==> src/sv/wpsp_pkg.sv <==
// shared types and constants for the wav pcm16 stream parser
// no dependencies

package wpsp_pkg;

    // result status codes
    typedef enum logic [2:0] {
        ST_OK       = 3'd0,
        ST_SHORT    = 3'd1,
        ST_NO_RIFF  = 3'd2,
        ST_NOT_PCM  = 3'd3,
        ST_NOT_16   = 3'd4,
        ST_NO_DATA  = 3'd5,
        ST_TRUNC    = 3'd6
    } t_status;

    localparam logic [31:0] RIFF_TAG     = 32'h4646_4952;  // "RIFF", byte 0 in low bits
    localparam logic [31:0] DATA_TAG     = 32'h6174_6164;  // "data", byte 0 in low bits
    localparam int          MIN_LEN      = 44;
    localparam logic [30:0] DEFAULT_RATE = 31'd48000;
    localparam logic [15:0] NEED_DEPTH   = 16'd16;
    localparam logic [15:0] NEED_FORMAT  = 16'd1;
    localparam logic [15:0] DEFAULT_CHAN = 16'd1;
    localparam logic [31:0] FIRST_CHUNK  = 32'd12;

    localparam int QDEPTH   = 4;
    localparam int QA_BITS  = $clog2(QDEPTH);
    localparam int QC_BITS  = $clog2(QDEPTH + 1);

    // work handed from the parser to the output side for one byte
    typedef struct packed {
        logic               has_smp;
        logic signed [15:0] smp;
        logic               has_st;
        t_status            st;
        logic [30:0]        rate;
        logic [15:0]        chan;
    } t_op;

endpackage

==> src/sv/wav_pcm16_stream_parser_unit.sv <==
// top level of the wav pcm16 stream parser
// depends on wpsp_pkg, wpsp_front, wpsp_queue, wpsp_back

// Parses a RIFF/WAVE file fed one byte per beat, with i_is_final on the last
// byte, and returns each 16-bit little-endian sample of the data chunk as soon
// as its second byte arrives (kind 0), then one status beat (kind 1, last 1)
// carrying the check result, sample rate and channel count after the final
// byte; samples are provisional until that status says ok. A byte is taken
// every clock while the four-entry work queue has room, and the output
// register delivers one result per clock while pop is held, so the sustained
// rate is one byte per cycle; a final byte that also completes a sample
// yields two results from one queue entry. Each result passes through the
// work queue and then the output register. The byte position counter
// is POS_BITS wide and holds at its maximum, after which bytes are ignored
// except for their final flag.

module wav_pcm16_stream_parser_unit import wpsp_pkg::*; #(
    parameter int POS_BITS = 33
) (
    input  logic               i_clk,
    input  logic               i_rst_n,
    input  logic               push,
    output logic               full,
    input  logic [7:0]         i_in_byte,
    input  logic               i_is_final,
    output logic               empty,
    input  logic               pop,
    output logic               o_kind,
    output logic signed [15:0] o_sample,
    output logic [2:0]         o_status,
    output logic [30:0]        o_rate_hz,
    output logic [15:0]        o_chan_count,
    output logic               o_last
);

    logic front_push;
    t_op  front_op;
    t_op  q_head;
    logic q_empty;
    logic q_full;
    logic q_pop;

    assign full = q_full;

    wpsp_front #(
        .POS_BITS (POS_BITS)
    ) u_front (
        .i_clk   (i_clk),
        .i_rst_n (i_rst_n),
        .i_valid (push & ~q_full),
        .i_byte  (i_in_byte),
        .i_fin   (i_is_final),
        .o_push  (front_push),
        .o_op    (front_op)
    );

    wpsp_queue u_queue (
        .i_clk   (i_clk),
        .i_rst_n (i_rst_n),
        .i_wr    (front_push),
        .i_wr_op (front_op),
        .i_rd    (q_pop),
        .o_head  (q_head),
        .o_empty (q_empty),
        .o_full  (q_full)
    );

    wpsp_back u_back (
        .i_clk        (i_clk),
        .i_rst_n      (i_rst_n),
        .i_head       (q_head),
        .i_q_empty    (q_empty),
        .o_q_pop      (q_pop),
        .i_pop        (pop),
        .o_empty      (empty),
        .o_kind       (o_kind),
        .o_sample     (o_sample),
        .o_status     (o_status),
        .o_rate_hz    (o_rate_hz),
        .o_chan_count (o_chan_count),
        .o_last       (o_last)
    );

endmodule

==> src/sv/wpsp_front.sv <==
// byte parser: header fields, chunk walk and sample assembly
// depends on wpsp_pkg

module wpsp_front import wpsp_pkg::*; #(
    parameter int POS_BITS = 33
) (
    input  logic       i_clk,
    input  logic       i_rst_n,
    input  logic       i_valid,
    input  logic [7:0] i_byte,
    input  logic       i_fin,
    output logic       o_push,
    output t_op        o_op
);

    logic [POS_BITS-1:0] r_pos, n_pos;
    logic                r_riff, n_riff;
    logic [15:0]         r_fmt, n_fmt;
    logic [15:0]         r_depth, n_depth;
    logic [15:0]         r_chan, n_chan;
    logic [31:0]         r_rate, n_rate;
    logic [31:0]         r_gap, n_gap;      // bytes left before the next chunk header
    logic [2:0]          r_k, n_k;          // byte index inside the chunk header
    logic [31:0]         r_tag, n_tag;
    logic [31:0]         r_len, n_len;
    logic                r_found, n_found;
    logic [31:0]         r_rem, n_rem;      // data bytes still expected
    logic                r_par, n_par;
    logic [7:0]          r_low, n_low;

    logic [31:0] len_full;
    logic        riff_m;
    t_status     st;

    assign len_full = {i_byte, r_len[23:0]};
    assign riff_m   = (i_byte == RIFF_TAG[8*r_pos[1:0] +: 8]);

    always_comb begin
        n_pos   = r_pos;
        n_riff  = r_riff;
        n_fmt   = r_fmt;
        n_depth = r_depth;
        n_chan  = r_chan;
        n_rate  = r_rate;
        n_gap   = r_gap;
        n_k     = r_k;
        n_tag   = r_tag;
        n_len   = r_len;
        n_found = r_found;
        n_rem   = r_rem;
        n_par   = r_par;
        n_low   = r_low;
        o_push  = 1'b0;
        o_op    = '0;
        st      = ST_OK;

        if (i_valid) begin
            // counter saturated: byte dropped, only its final flag acts
            if (r_pos != '1) begin
                if (r_pos < POS_BITS'(36)) begin
                    case (r_pos[5:0])
                        6'd0:    n_riff = riff_m;
                        6'd1, 6'd2, 6'd3: n_riff = r_riff & riff_m;
                        6'd20:   n_fmt[7:0]    = i_byte;
                        6'd21:   n_fmt[15:8]   = i_byte;
                        6'd22:   n_chan[7:0]   = i_byte;
                        6'd23:   n_chan[15:8]  = i_byte;
                        6'd24:   n_rate[7:0]   = i_byte;
                        6'd25:   n_rate[15:8]  = i_byte;
                        6'd26:   n_rate[23:16] = i_byte;
                        6'd27:   n_rate[31:24] = i_byte;
                        6'd34:   n_depth[7:0]  = i_byte;
                        6'd35:   n_depth[15:8] = i_byte;
                        default: ;
                    endcase
                end

                if (!r_found) begin
                    if (r_gap != 32'd0) begin
                        n_gap = r_gap - 32'd1;
                    end else begin
                        n_k = r_k + 3'd1;
                        case (r_k)
                            3'd0: n_tag = {24'd0, i_byte};
                            3'd1: n_tag[15:8]  = i_byte;
                            3'd2: n_tag[23:16] = i_byte;
                            3'd3: n_tag[31:24] = i_byte;
                            3'd4: n_len = {24'd0, i_byte};
                            3'd5: n_len[15:8]  = i_byte;
                            3'd6: n_len[23:16] = i_byte;
                            3'd7: begin
                                n_len = len_full;
                                if (r_tag == DATA_TAG) begin
                                    // a data header closed by the final byte does not count
                                    if (!i_fin) begin
                                        n_found = 1'b1;
                                        n_rem   = len_full;
                                        n_par   = 1'b0;
                                    end
                                end else begin
                                    n_gap = len_full;
                                end
                            end
                            default: ;
                        endcase
                    end
                end else if (r_rem != 32'd0) begin
                    if (r_par) begin
                        o_push      = 1'b1;
                        o_op.has_smp = 1'b1;
                        o_op.smp    = {i_byte, r_low};
                    end else begin
                        n_low = i_byte;
                    end
                    n_par = ~r_par;
                    n_rem = r_rem - 32'd1;
                end

                n_pos = r_pos + POS_BITS'(1);
            end

            if (i_fin) begin
                if (n_pos < POS_BITS'(MIN_LEN)) begin
                    st = ST_SHORT;
                end else if (!n_riff) begin
                    st = ST_NO_RIFF;
                end else if (n_fmt != NEED_FORMAT) begin
                    st = ST_NOT_PCM;
                end else if (n_depth != NEED_DEPTH) begin
                    st = ST_NOT_16;
                end else if (!n_found || n_len == 32'd0) begin
                    st = ST_NO_DATA;
                end else if (n_rem != 32'd0) begin
                    st = ST_TRUNC;
                end else begin
                    st = ST_OK;
                end
                o_push      = 1'b1;
                o_op.has_st = 1'b1;
                o_op.st     = st;
                o_op.rate   = (n_rate == 32'd0 || n_rate[31]) ? DEFAULT_RATE : n_rate[30:0];
                o_op.chan   = (n_chan == 16'd0) ? DEFAULT_CHAN : n_chan;

                // back to the reset state for the next file
                n_pos   = '0;
                n_riff  = 1'b0;
                n_fmt   = '0;
                n_depth = '0;
                n_chan  = '0;
                n_rate  = '0;
                n_gap   = FIRST_CHUNK;
                n_k     = '0;
                n_tag   = '0;
                n_len   = '0;
                n_found = 1'b0;
                n_rem   = '0;
                n_par   = 1'b0;
                n_low   = '0;
            end
        end
    end

    always_ff @(posedge i_clk) begin
        if (!i_rst_n) begin
            r_pos   <= '0;
            r_riff  <= 1'b0;
            r_fmt   <= '0;
            r_depth <= '0;
            r_chan  <= '0;
            r_rate  <= '0;
            r_gap   <= FIRST_CHUNK;
            r_k     <= '0;
            r_tag   <= '0;
            r_len   <= '0;
            r_found <= 1'b0;
            r_rem   <= '0;
            r_par   <= 1'b0;
            r_low   <= '0;
        end else begin
            r_pos   <= n_pos;
            r_riff  <= n_riff;
            r_fmt   <= n_fmt;
            r_depth <= n_depth;
            r_chan  <= n_chan;
            r_rate  <= n_rate;
            r_gap   <= n_gap;
            r_k     <= n_k;
            r_tag   <= n_tag;
            r_len   <= n_len;
            r_found <= n_found;
            r_rem   <= n_rem;
            r_par   <= n_par;
            r_low   <= n_low;
        end
    end

endmodule

==> src/sv/wpsp_queue.sv <==
// short queue of parser work between the front and the output side
// depends on wpsp_pkg

module wpsp_queue import wpsp_pkg::*; (
    input  logic i_clk,
    input  logic i_rst_n,
    input  logic i_wr,
    input  t_op  i_wr_op,
    input  logic i_rd,
    output t_op  o_head,
    output logic o_empty,
    output logic o_full
);

    t_op                r_mem [QDEPTH];
    logic [QA_BITS-1:0] r_wp;
    logic [QA_BITS-1:0] r_rp;
    logic [QC_BITS-1:0] r_cnt;

    logic wr_en;
    logic rd_en;

    assign o_empty = (r_cnt == '0);
    assign o_full  = (r_cnt == QC_BITS'(QDEPTH));
    assign o_head  = r_mem[r_rp];
    assign wr_en   = i_wr & ~o_full;
    assign rd_en   = i_rd & ~o_empty;

    always_ff @(posedge i_clk) begin
        if (wr_en) begin
            r_mem[r_wp] <= i_wr_op;
        end
    end

    always_ff @(posedge i_clk) begin
        if (!i_rst_n) begin
            r_wp  <= '0;
            r_rp  <= '0;
            r_cnt <= '0;
        end else begin
            if (wr_en) begin
                r_wp <= r_wp + QA_BITS'(1);
            end
            if (rd_en) begin
                r_rp <= r_rp + QA_BITS'(1);
            end
            case ({wr_en, rd_en})
                2'b10:   r_cnt <= r_cnt + QC_BITS'(1);
                2'b01:   r_cnt <= r_cnt - QC_BITS'(1);
                default: r_cnt <= r_cnt;
            endcase
        end
    end

endmodule

==> src/sv/wpsp_back.sv <==
// output side: turns queued work into result beats in an output register
// depends on wpsp_pkg

module wpsp_back import wpsp_pkg::*; (
    input  logic               i_clk,
    input  logic               i_rst_n,
    input  t_op                i_head,
    input  logic               i_q_empty,
    output logic               o_q_pop,
    input  logic               i_pop,
    output logic               o_empty,
    output logic               o_kind,
    output logic signed [15:0] o_sample,
    output logic [2:0]         o_status,
    output logic [30:0]        o_rate_hz,
    output logic [15:0]        o_chan_count,
    output logic               o_last
);

    logic               r_valid;
    logic               r_half;     // sample of the head entry already sent
    logic               r_kind;
    logic signed [15:0] r_sample;
    logic [2:0]         r_status;
    logic [30:0]        r_rate;
    logic [15:0]        r_chan;

    logic load;
    logic take_smp;

    assign load     = (~r_valid | i_pop) & ~i_q_empty;
    assign take_smp = i_head.has_smp & ~r_half;
    // entry leaves the queue once its last beat is loaded
    assign o_q_pop  = load & ~(take_smp & i_head.has_st);

    always_ff @(posedge i_clk) begin
        if (!i_rst_n) begin
            r_valid <= 1'b0;
            r_half  <= 1'b0;
        end else begin
            if (load) begin
                r_valid <= 1'b1;
                r_half  <= take_smp & i_head.has_st;
            end else if (i_pop) begin
                r_valid <= 1'b0;
            end
        end
    end

    always_ff @(posedge i_clk) begin
        if (load) begin
            if (take_smp) begin
                r_kind   <= 1'b0;
                r_sample <= i_head.smp;
                r_status <= ST_OK;
                r_rate   <= '0;
                r_chan   <= '0;
            end else begin
                r_kind   <= 1'b1;
                r_sample <= '0;
                r_status <= i_head.st;
                r_rate   <= i_head.rate;
                r_chan   <= i_head.chan;
            end
        end
    end

    assign o_empty      = ~r_valid;
    assign o_kind       = r_kind;
    assign o_sample     = r_sample;
    assign o_status     = r_status;
    assign o_rate_hz    = r_rate;
    assign o_chan_count = r_chan;
    assign o_last       = r_kind;

endmodule
==> config.mk <==
export PLATFORM = sky130hd
export DESIGN_NAME = wav_pcm16_stream_parser_unit
export DESIGN_NICKNAME = d
export VERILOG_FILES = /design/src/sv/wpsp_pkg.sv /design/src/sv/wav_pcm16_stream_parser_unit.sv /design/src/sv/wpsp_front.sv /design/src/sv/wpsp_queue.sv /design/src/sv/wpsp_back.sv
export SDC_FILE = /design/constraint.sdc
export NUM_CORES = 1
export LEC_CHECK = 0
export BUFFER_PORTS_ARGS = -buffer_cell sky130_fd_sc_hd__buf_2
export CAP_MARGIN = 20
export CORE_ASPECT_RATIO = 0.6
export CORE_MARGIN = 10
export CORE_UTILIZATION = 50
export DETAILED_ROUTE_END_ITERATION = 16
export PLACE_DENSITY = 0.69
export SLEW_MARGIN = 20
export SYNTH_ARGS = -nofsm -noshare
export SYNTH_HDL_FRONTEND = slang
export SYNTH_SLANG_ARGS = --single-unit
==> constraint.sdc <==
create_clock -name i_clk -period 16 [get_ports i_clk]
set_input_delay 1.6 -clock i_clk [delete_from_list [all_inputs] [get_ports i_clk]]
set_output_delay 1.6 -clock i_clk [all_outputs]
set_load 0.01 [all_outputs]
### Word-level counts from Yosys, hierarchy flattened

Memories as Yosys holds them, arrays and structs flattened. A register that Yosys moved wholly into a read port is not among the register bits.
Index checks and enable logic that the tools add are counted.

* $add $sub $neg: 8
* multiply operators: 0
* divide/modulo/power cells: 0
* $lt $le $gt $ge: 2
* eq/ne operators: 34
* shift operators: 1
* multiplexer cells: 118
* bitwise logic cells: 15
* reduce and logical (&&, ||, !) cells: 33

Operator list (number)
* $mux 32: 28
* $mux 16: 13
* $mux 8: 17
* $mux 33: 3
* $pmux 8 s2: 6
* $reduce_bool 32->1: 3
* $mux 17: 4
* $mux 68: 1
* $lt 33x6->1 const B: 2
* $logic_not 32->1: 2
* $sub 32x1->32 const B: 2
* $mux 51: 1
* $eq 6x5->1 const B: 8
* $add 33x1->33 const B: 1
* $ne 33x33->1 const B: 1
* $eq 32x31->1 const B: 1
* $shiftx 32x6->8 const A: 1
* $mux 31: 1
* $mux 1: 30
* $mux 3: 10
* $reduce_and 5->1: 6
* $reduce_bool 3->1: 6
* $logic_not 16->1: 1
* $ne 16x1->1 const B: 1
* 30 further kinds: 62

* register bits after elaboration: 331
* bits in latches: 0
* bits in writable memories: 272
* bits in read-only memories: 0
* input bits: 13
* output and inout port bits: 70
* word-level logic and storage cells: 239
* memories kept: 1

Memory list
* u_queue.r_mem: depth 4, width 68, read ports 1, clocked after memory_dff 1, wr ports 1, RTL line wpsp_queue.sv:15 `t_op r_mem [QDEPTH];`

### Logic depth before layout (Yosys ltp)

Gate-level depths: netlist of run 1.

* depth in word-level cells: 16
* depth in mapped cells: 14
* mapped depth without buffers: 13

### Cells and area by module

Synthesis of run 1 repeated with hierarchy kept, for this count alone.

* cells, all modules: 2653
* area, all modules: 28667.5 µm²

Modules (own cells, without submodules)
* wpsp_front: times used 1, cells each 2089, area an instance 15711.3 µm², seq. area each 5104.9 µm²
* wpsp_queue: times used 1, cells each 410, area an instance 10324.9 µm², seq. area each 8348.0 µm²
* wpsp_back: times used 1, cells each 153, area an instance 2617.5 µm², seq. area each 2052.0 µm²
* wav_pcm16_stream_parser_unit: times used 1, cells each 1, area an instance 13.8 µm², seq. area each 0.0 µm²

### Worst setup path before layout of run 1

No wires, ideal clock.

* kind: input to register
* start point: input port pop
* end point: register u_queue.r_cnt[2]
* library setup time: 0.076 ns
* arrival time: 6.800 ns
* data required time: 15.924 ns
* setup slack: 9.125 ns
* cell stages on the path: 9
* path buffers: 0
* path through: inv_1 -> a21oi_1 -> a21boi_0 -> ha_1 -> inv_1 -> fa_1 -> xor2_1 -> or3_1 -> a21boi_0

* longest elaborated chain between the ends: 6
* elaborated cells on any way between the ends: 8
* those cells by class: eq/ne (2); mux (1); bitwise (4); reduce/logical (1)

RTL lines
* start, declared: RTL line wav_pcm16_stream_parser_unit.sv:27 `input logic pop,`
* $or 1x1->1 (*): RTL line wpsp_back.sv:31 `assign load = (~r_valid | i_pop) & ~i_q_empty;`
* $and 1x1->1 (*): RTL line wpsp_back.sv:31
* net u_back.load: RTL line wpsp_back.sv:28 `logic load;`
* $and 1x1->1 (*): RTL line wpsp_back.sv:34 `assign o_q_pop = load & ~(take_smp & i_head.has_st);`
* $and 1x1->1 (*): RTL line wpsp_queue.sv:27 `assign rd_en = i_rd & ~o_empty;`
* net u_queue.rd_en: RTL line wpsp_queue.sv:21 `logic rd_en;`
* $eq 2x1->1 / $eq 2x2->1 (equally long branches): RTL line wpsp_queue.sv:47 `case ({wr_en, rd_en})`
* $pmux 3 s2 / $reduce_bool 2->1 (equally long branches)
* end signal, assigned: RTL line wpsp_queue.sv:48 `2'b10: r_cnt <= r_cnt + QC_BITS'(1);`
* end signal, assigned: RTL line wpsp_queue.sv:49 `2'b01: r_cnt <= r_cnt - QC_BITS'(1);`
* end signal, assigned: RTL line wpsp_queue.sv:50 `default: r_cnt <= r_cnt;`
* end, declared: RTL line wpsp_queue.sv:18 `logic [QC_BITS-1:0] r_cnt;`

Mark *: on every way through the listed nets, which the timed path passes. The rest lies on a longest branch.
A chain may end at the register's enable or synchronous reset.

==> metrics.yaml, run 1 <==
logic_synthesis:
  ys_ff_latch: 605
  synth.top_cell.area_share_pct: 35.8
  synth_ff_type: "edfxtp_1"
  synth_fa_ha_area_share_pct: 0.897
  synth_compound_area_share_pct: 13.0
  synth_mux_area_share_pct: 6.90
  yosysTopAreaCell: "edfxtp_1"
  yosysUniqueCellTypes: 79
  yosys.area_share.simple_pct: 20.6
  synth_fp_nets: 2691
  synth_edf_count: 339
  ys_async_sr_fraction_pct: 0
  synth_top_family_by_area: "simple AND/OR/NAND/NOR gates"
  yosysWarningCount: 0
  synth_cells: 2659
  avgSynthCellArea_sq_um: 10.7
  ys_top_cells_by_area: "edfxtp_1 36%, dfxtp_1 19%, mux4_2 5.4%, nor2b_1 4.8%, a22oi_1 3.5%"
  synth.cell_area_sq_mm: 0.0285
  seq_area_frac_synth_pct: 54.5
  synth_xor_area_share_pct: 0.831
global_routing:
  met1_usage_pct: 35.3
  met3_usage_pct: 6.60
  grt_max_degree: 111
  grt_use_total_pct: 22.9
  grt_pass1_wl_microns: 122000
  gr-total-overflow: 0
  grt_use_met2_pct: 31.3
  first_global_vias: 20144
  antenna_found_initial: 2
  grt.busiest_layer: "met1"
cts:
  cts_sinks: 605
  insertion_delay_ns: 0.63
  cts-root-buf: "clkbuf_16"
  cts_setup_buffers: 0
  cts_hold_buf: 0
  cts_resized: 0
  clockBufferDepth: 3
  clk_pin_slew_ns: 0.06
  cts_tree: "done"
  h-tree-depth: 2
  numCtsBuffers: 56
detailed_routing:
  wl_microns: 79700
  wl_per_cell_microns: 23.2
  drtIter0Drc: 2869
  drt_first_pass_iters: 6
  route.detailed.drc: 0
  ant_nets: 0
  vias_per_cell: 6.34
  vias: 21806
worst_setup_path:
  r2r-start: "u_front.r_pos[1]"
  reg2reg_depth: 11
  path_cells: "ha_1 -> nand3_1 -> nor3_1 -> nand4_1 -> nand3_1 -> o22a_1 -> o221ai_1 -> nand4_1 -> nor4_1 -> and4_1 -> o31ai_1"
  critPathSlowestCell: "nand4_1"
  endpoint: "u_queue.r_mem[3][48]"
  crit_cells: 11
  reg2reg_to: "u_queue.r_mem[3][48]"
  cp.buffers_inverters: 0
  critical_path_peak_fanout: 16
  slowest_delay_ns: 0.87
  endpoint_kind: "flip-flop"
  worstPathArrival_ns: 5.32
  cp-start-kind: "flip-flop"
  crit_type: "flip-flop to flip-flop"
  crit_start: "u_front.r_pos[1]"
  path_delay_family: "simple AND/OR/NAND/NOR gates"
  crit_required_ns: 16.37
  rrSetupSlack_ns: 11.06
sta:
  hold_viol_final: 0
  rsz0062_at_grt: "no"
  max_slew_margin_pct: 25.8
  fin_ws_ns: 11.06
  setup_tns_ns: 0
  fmax_mhz: 202
  period_share_pct: 30.9
  fin_worst_skew_ns: 0.0226
  drv_slew: 0
  setup_viol: 0
  worst_pin_slew_ns: 1.11
  fin_crit_ns: 4.94
  fin_hold_ws_ns: 0.483
cells_and_area:
  finalNonFillerCells: 3437
  final_common_cell: "edfxtp_1"
  area_growth_pct: 10.5
  final_cell_mix: "339 x edfxtp_1, 263 x dfxtp_1, 210 x nor2b_1"
  drive_gt1_share_pct: 12.0
  antenna_cells: 0
  num-nets-final: 2663
place:
  dpl.hpwl_microns: 51200
  dp_slack_ns: 10.74
  portBuffers: 82
  dp_cells: 3328
  routabilityCongestion: 0.941
min_path:
  hold_path_class: "flip-flop to flip-flop"
floorplanning:
  die-area_sq_mm: 0.0672
  initial_utilization_pct: 50.7
  die_w_microns: 328
  num_io_pins: 83
  row_count: 67
  dieHeight_microns: 205
  core_area_sq_mm: 0.0561
flow_run:
  max-cap-violations: 0
power:
  p_leak_nw: 10.4
  power.density_mw_per_mm2: 126
  vdd_drop_max_uv: 101
  p_total_w: 0.00396
run_status:
  status: "finished clean"
==> metal layers <==
metal	vias up	share of wire (%)
met4	2	1.7
met3	114	12
met5	-	0.016
li1	9827	-
met2	1228	40
met1	10635	45
==> final cells by class <==
cell class	count	area [sq um]
clock buffers	77	1680
clock inverters	28	317
fillers	4656	24700
inverters	39	146
multi-input cells	1815	12100
flip-flops and latches	605	15500
well taps	759	950
repair buffers	114	711
==> how the worst min path moves through the flow <==
stage                      from               end  slack [ns]  cells past startpoint
2_1_floorplan  u_front.r_low[0]  u_front.r_low[0]        0.45                      2
3_3_place_gp   u_front.r_low[7]  u_front.r_low[7]        0.46                      2
3_5_place_dp   u_front.r_low[0]  u_front.r_low[0]        0.47                      2
4_1_cts        u_front.r_low[0]  u_front.r_low[0]        0.48                      2
5_1_grt        u_front.r_low[7]  u_front.r_low[7]        0.51                      2
6_report       u_front.r_low[0]  u_front.r_low[0]        0.48                      2
==> worst reg2reg max path, stage by stage (launching register included) <==
cell and delay, ns:
dfxtp_1 0.45, ha_1 0.47, nand3_1 0.29, nor3_1 0.63, nand4_1 0.87, nand3_1 0.64
o22a_1 0.24, o221ai_1 0.15, nand4_1 0.17, nor4_1 0.11, and4_1 0.26, o31ai_1 0.42
==> power by group <==
part / switching, W / internal [W]
sequential: 0.0000495 / 0.00183
clock: 0.000613 / 0.000805
combinational: 0.000419 / 0.000243
total: 0.00108 / 0.00288
==> registers in the layout, summed over array words and instances, names as in the netlist, 2 cells and up, named ones only <==
register and flops:
u_back.o_chan_count 16, u_back.o_rate_hz 31, u_back.o_sample 16, u_back.o_status 3
u_front.r_chan 16, u_front.r_depth 16, u_front.r_fmt 16, u_front.r_gap 32
u_front.r_k 3, u_front.r_len 32, u_front.r_low 8, u_front.r_pos 33
u_front.r_rate 32, u_front.r_rem 32, u_front.r_tag 32, u_queue.r_cnt 3
u_queue.r_mem 272, u_queue.r_rp 2, u_queue.r_wp 2
==> logic make-up (layout without fill, tap and decap cells) <==
group,after synthesis,after routing
muxes,111,111
adders and majority gates,20,20
and+or+nand+nor,1078,1078
xor gates and xnor gates,27,27
DFF,605,605
AOI/OAI and AO/OA,579,579
buffers and inverters,239,258
==> through the flow <==
| stage | area [sq um] | util, % |
|---|---|---|
| after detailed placement | 29300 | 52.3 |
| after global placement | 29300 | 52.3 |
| after floorplan | 28500 | - |
| after global routing | 31400 | 56.0 |
| final | 31400 | 56.0 |
| after CTS | 31300 | 55.8 |
==> synth_stat cells (all sizes together) (28+ instances only) <==
master  instances
a22oi         131
mux2i          41
mux4           68
nand3          67
nor4           72
edfxtp        339
a21boi         34
nor3           81
inv            35
nor2          171
o21ai         167
and2          117
nand2         183
a21oi         113
clkbuf        177
nand4          34
nor2b         219
and3           28
dfxtp         266
(Power assumes the default switching activity.)
==> run 2, diff against run 1 <==
--- a/config.mk
+++ b/config.mk
@@ -5,13 +5,14 @@
 export SDC_FILE = /design/constraint.sdc
 export NUM_CORES = 1
 export LEC_CHECK = 0
+export ABC_AREA = 1
 export BUFFER_PORTS_ARGS = -buffer_cell sky130_fd_sc_hd__buf_2
 export CAP_MARGIN = 20
 export CORE_ASPECT_RATIO = 0.6
 export CORE_MARGIN = 10
 export CORE_UTILIZATION = 50
 export DETAILED_ROUTE_END_ITERATION = 16
-export PLACE_DENSITY = 0.69
+export PLACE_DENSITY = 0.72
 export SLEW_MARGIN = 20
 export SYNTH_ARGS = -nofsm -noshare
 export SYNTH_HDL_FRONTEND = slang
==> constraint.sdc (replaced) <==
create_clock -name i_clk -period 4.21 [get_ports i_clk]
set_input_delay 0.421 -clock i_clk [delete_from_list [all_inputs] [get_ports i_clk]]
set_output_delay 0.421 -clock i_clk [all_outputs]
set_load 0.01 [all_outputs]
==> run 2 against run 1 <==
Effect of this change:
- clock-buffer cell count decreased by 6
- core utilization decreased by 0.10 points
- sequential power increased to 3.8 times the previous value
- non-clock buffer count increased by 25
- first-iteration DRC count increased by 9.8%
- synthesized cell count increased by 35%
- clock skew increased by 0.015 ns
- sequential share of layout area decreased by 1.2 points
- worst setup slack got worse by 11 ns
- highest routed layer unchanged
==> metrics.yaml, run 2 <==
cts:
  cts_setup_buffers: 0  # unchanged
  cts_hold_buf: 0  # unchanged
  numCtsBuffers: 55  # was 56
  cts_tree: "done"  # unchanged
  clk_pin_slew_ns: 0.07  # was 0.06 ns
  cts_sinks: 605  # unchanged
  h-tree-depth: 2  # unchanged
  cts_resized: 0  # unchanged
  clockBufferDepth: 3  # unchanged
  cts-root-buf: "clkbuf_16"  # unchanged
  insertion_delay_ns: 0.63  # about the same
logic_synthesis:
  ys_async_sr_fraction_pct: 0  # unchanged
  synth_xor_area_share_pct: 2.19  # was 0.831%
  synth_compound_area_share_pct: 12.2  # was 13.0%
  synth_fp_nets: 3620  # was 2,691
  yosysWarningCount: 0  # unchanged
  ys_top_cells_by_count: "851 x nand2_1, 463 x nor2_1, 339 x edfxtp_1, 295 x inv_1, 273 x a21oi_1"  # was 339 x edfxtp_1, 266 x dfxtp_1, 219 x nor2b_1, 183 x nand2_1, 177 x clkbuf_1
  synth_edf_count: 339  # unchanged
  yosys.area_share.simple_pct: 25.1  # was 20.6%
  yosysMostFrequentCell: "nand2_1"  # was edfxtp_1
  yosysTopAreaCell: "edfxtp_1"  # unchanged
  synth_top_family_by_area: "simple AND/OR/NAND/NOR gates"  # unchanged
  synth.top_cell.area_share_pct: 34.9  # was 35.8%
  synth_mux_area_share_pct: 0  # was 6.90%
  synth_fa_ha_area_share_pct: 0.841  # was 0.897%
  ys_top_cells_by_area: "edfxtp_1 35%, dfxtp_1 18%, nand2_1 11%, nor2_1 6.0%, a21oi_1 4.7%"  # was edfxtp_1 36%, dfxtp_1 19%, mux4_2 5.4%, nor2b_1 4.8%, a22oi_1 3.5%
  seq_area_frac_synth_pct: 53.1  # was 54.5%
  synth.cell_area_sq_mm: 0.0292  # was 0.0285 sq mm
  avgSynthCellArea_sq_um: 8.13  # was 10.7 sq um
  synth_ff_type: "edfxtp_1"  # unchanged
  synth_cells: 3588  # was 2,659
  yosysUniqueCellTypes: 54  # was 79
  ys_ff_latch: 605  # unchanged
detailed_routing:
  route.detailed.drc: 0  # unchanged
  wl_per_cell_microns: 18.5  # was 23.2 microns
  ant_nets: 0  # unchanged
  drtIter0Drc: 3151  # was 2,869
  drt_first_pass_iters: 6  # unchanged
  vias_per_cell: 5.61  # was 6.34
  vias: 24762  # was 21.8k
  wl_microns: 81600  # was 79,700 microns
cells_and_area:
  final_util_pct: 55.9  # was 56.0%
  biggestRegsByFlops: "u_queue.r_mem (272), u_front.r_pos (33)"  # unchanged
  final_common_cell: "nand2_1"  # was edfxtp_1
  num-nets-final: 3625  # was 2,663
  area_growth_pct: 10.4  # was 10.5%
  final_cell_mix: "851 x nand2_1, 458 x nor2_1, 339 x edfxtp_1"  # was 339 x edfxtp_1, 263 x dfxtp_1, 210 x nor2b_1
  largest_reg_flops: 272  # unchanged
  drive_gt1_share_pct: 8.96  # was 12.0%
  final_area_sq_mm: 0.0322  # was 0.0314 sq mm
  top_register: "u_queue.r_mem"  # unchanged
global_routing:
  grt_use_total_pct: 22.6  # was 22.9%
  antenna_found_initial: 3  # was 2
  grt_pass1_wl_microns: 128000  # was 122,000 microns
  gr-total-overflow: 0  # unchanged
  grt_max_degree: 181  # was 111
  first_global_vias: 22479  # was 20.1k
worst_setup_path:
  path_cells: "inv_1 -> ha_1 -> inv_1 -> nor2_1 -> inv_1 -> nor3_1 -> nand3_1 -> nand2_1 -> nor3_1 -> buf_4 -> clkinv_1 -> nand2_1 -> inv_1 -> ha_1 -> inv_1 -> fa_1 -> a21oi_1 -> o21ai_0 -> o21ai_0 -> a21oi_1"  # was ha_1 -> nand3_1 -> nor3_1 -> nand4_1 -> nand3_1 -> o22a_1 -> o221ai_1 -> nand4_1 -> nor4_1 -> and4_1 -> o31ai_1
  critical_path_peak_fanout: 7  # was 16
  crit_required_ns: 4.72  # was 16.37 ns
  endpoint_kind: "flip-flop"  # unchanged
  cp_common_cell: "inv_1"
  cp-start-kind: "flip-flop"  # unchanged
  worstPathArrival_ns: 4.26  # was 5.32 ns
  crit_type: "flip-flop to flip-flop"  # unchanged
  critPathSlowestCell: "fa_1"  # was nand4_1
  slowest_delay_ns: 0.44  # was 0.87 ns
sta:
  fin_ws_ns: 0.460  # was 11.06 ns
  hold_viol_final: 0  # unchanged
  worst_pin_slew_ns: 0.992  # was 1.11 ns
  period_share_pct: 89.1  # was 30.9%
  fin_crit_ns: 3.75  # was 4.94 ns
  fin_worst_skew_ns: 0.0377  # was 0.0226 ns
  rsz0062_at_grt: "no"  # unchanged
  drv_slew: 0  # unchanged
  max_slew_margin_pct: 33.9  # was 25.8%
  fmax_mhz: 267  # was 202 MHz
  setup_viol: 0  # unchanged
min_path:
  hold_path_class: "input port to flip-flop"  # was flip-flop to flip-flop
floorplanning:
  num_io_pins: 83  # unchanged
  die_w_microns: 332  # was 328 microns
  row_count: 68  # was 67
  initial_utilization_pct: 50.7  # about the same
  core_area_sq_mm: 0.0576  # was 0.0561 sq mm
  die-area_sq_mm: 0.0687  # was 0.0672 sq mm
  dieHeight_microns: 207  # was 205 microns
run_status:
  status: "finished clean"  # unchanged
power:
  p_total_w: 0.0156  # was 0.00396 W
  p_leak_nw: 12.6  # was 10.4 nW
  vdd_drop_max_uv: 487  # was 101 uV
  power.density_mw_per_mm2: 483  # was 126 mW/mm^2
flow_run:
  max-cap-violations: 0  # unchanged
place:
  portBuffers: 82  # unchanged
  dp_slack_ns: 0.558  # was 10.74 ns
  routabilityCongestion: 0.948  # was 0.941
  dpl.hpwl_microns: 53000  # was 51,200 microns
  dpl-instance-area_sq_mm: 0.0304  # was 0.0293 sq mm
run 2: changes by cell type after synthesis, moves of 135 or more:
cell,before,now
a21oi_1,113,273
nor2_1,170,463
inv_1,35,295
nor2b_1,219,1
nand2_1,183,851
nand3_1,67,202
run 2: cells by family (layout without fill, tap and decap cells):
family                   after synthesis  count (layout)
AO/OA/AOI/OAI                        665             665
XOR/XNOR                              73              73
adder cells (fa/ha/maj)               19              19
buffers and inverters                492             544
flip-flops                           605             605
other                                  0               1
AND/OR/NAND/NOR                     1734            1734
run 2: stage by stage:
stage | setup TNS [ns] | std cells | hold WS [ns]
floorplan | -294.26 | 3588 | 0.430
global placement | 0 | 4306 | 0.446
detailed placement | 0 | 4306 | 0.445
CTS | 0 | 4410 | 0.240
global route | 0 | 4410 | 0.321
finish | 0 | 4411 | 0.266
run 2: path summary, 6_finish.rpt:
kind / start / endpoint / slack [ns] / depth (start not counted)
max reg2reg: u_front.r_rem[1] / u_queue.r_cnt[2] / 0.46 / 20
max: u_front.r_rem[1] / u_queue.r_cnt[2] / 0.46 / 20
min: pop / u_back.r_valid / 0.27 / 4
min reg2reg: u_front.r_low[0] / u_front.r_low[0] / 0.45 / 2
run 2: worst max-delay path, delay by kind of cell, from the launching register on:
kind                     cells  cell delay [ns]
adder cells (fa/ha/maj)      3             0.95
AND/OR/NAND/NOR              6             0.94
buffers and inverters        7             0.93
AO/OA/AOI/OAI                4             0.48
flip-flops                   1             0.31
run 2: layout make-up:
cell class / count / area [sq um]
multi-input combinational: 2491 / 11800
timing repair buffer: 139 / 988
tap: 770 / 963
fill: 5138 / 25400
sequential: 605 / 15500
clock buffer: 71 / 1490
antenna: 1 / 2.50
inverter: 301 / 1140
clock inverter: 33 / 319
run 2: per-layer routing:
layer,routed length [microns],global-route usage (%)
met3,9780,6.21
met1,38300,35.2
met2,32300,30.7
met4,1250,4.33
met5,9,0
run 2: report_power, final:
part	internal, W	total [W]	switching, W
clock network	0.00282	0.00513	0.00231
registers	0.00699	0.00720	0.000214
logic	0.000890	0.00325	0.00236
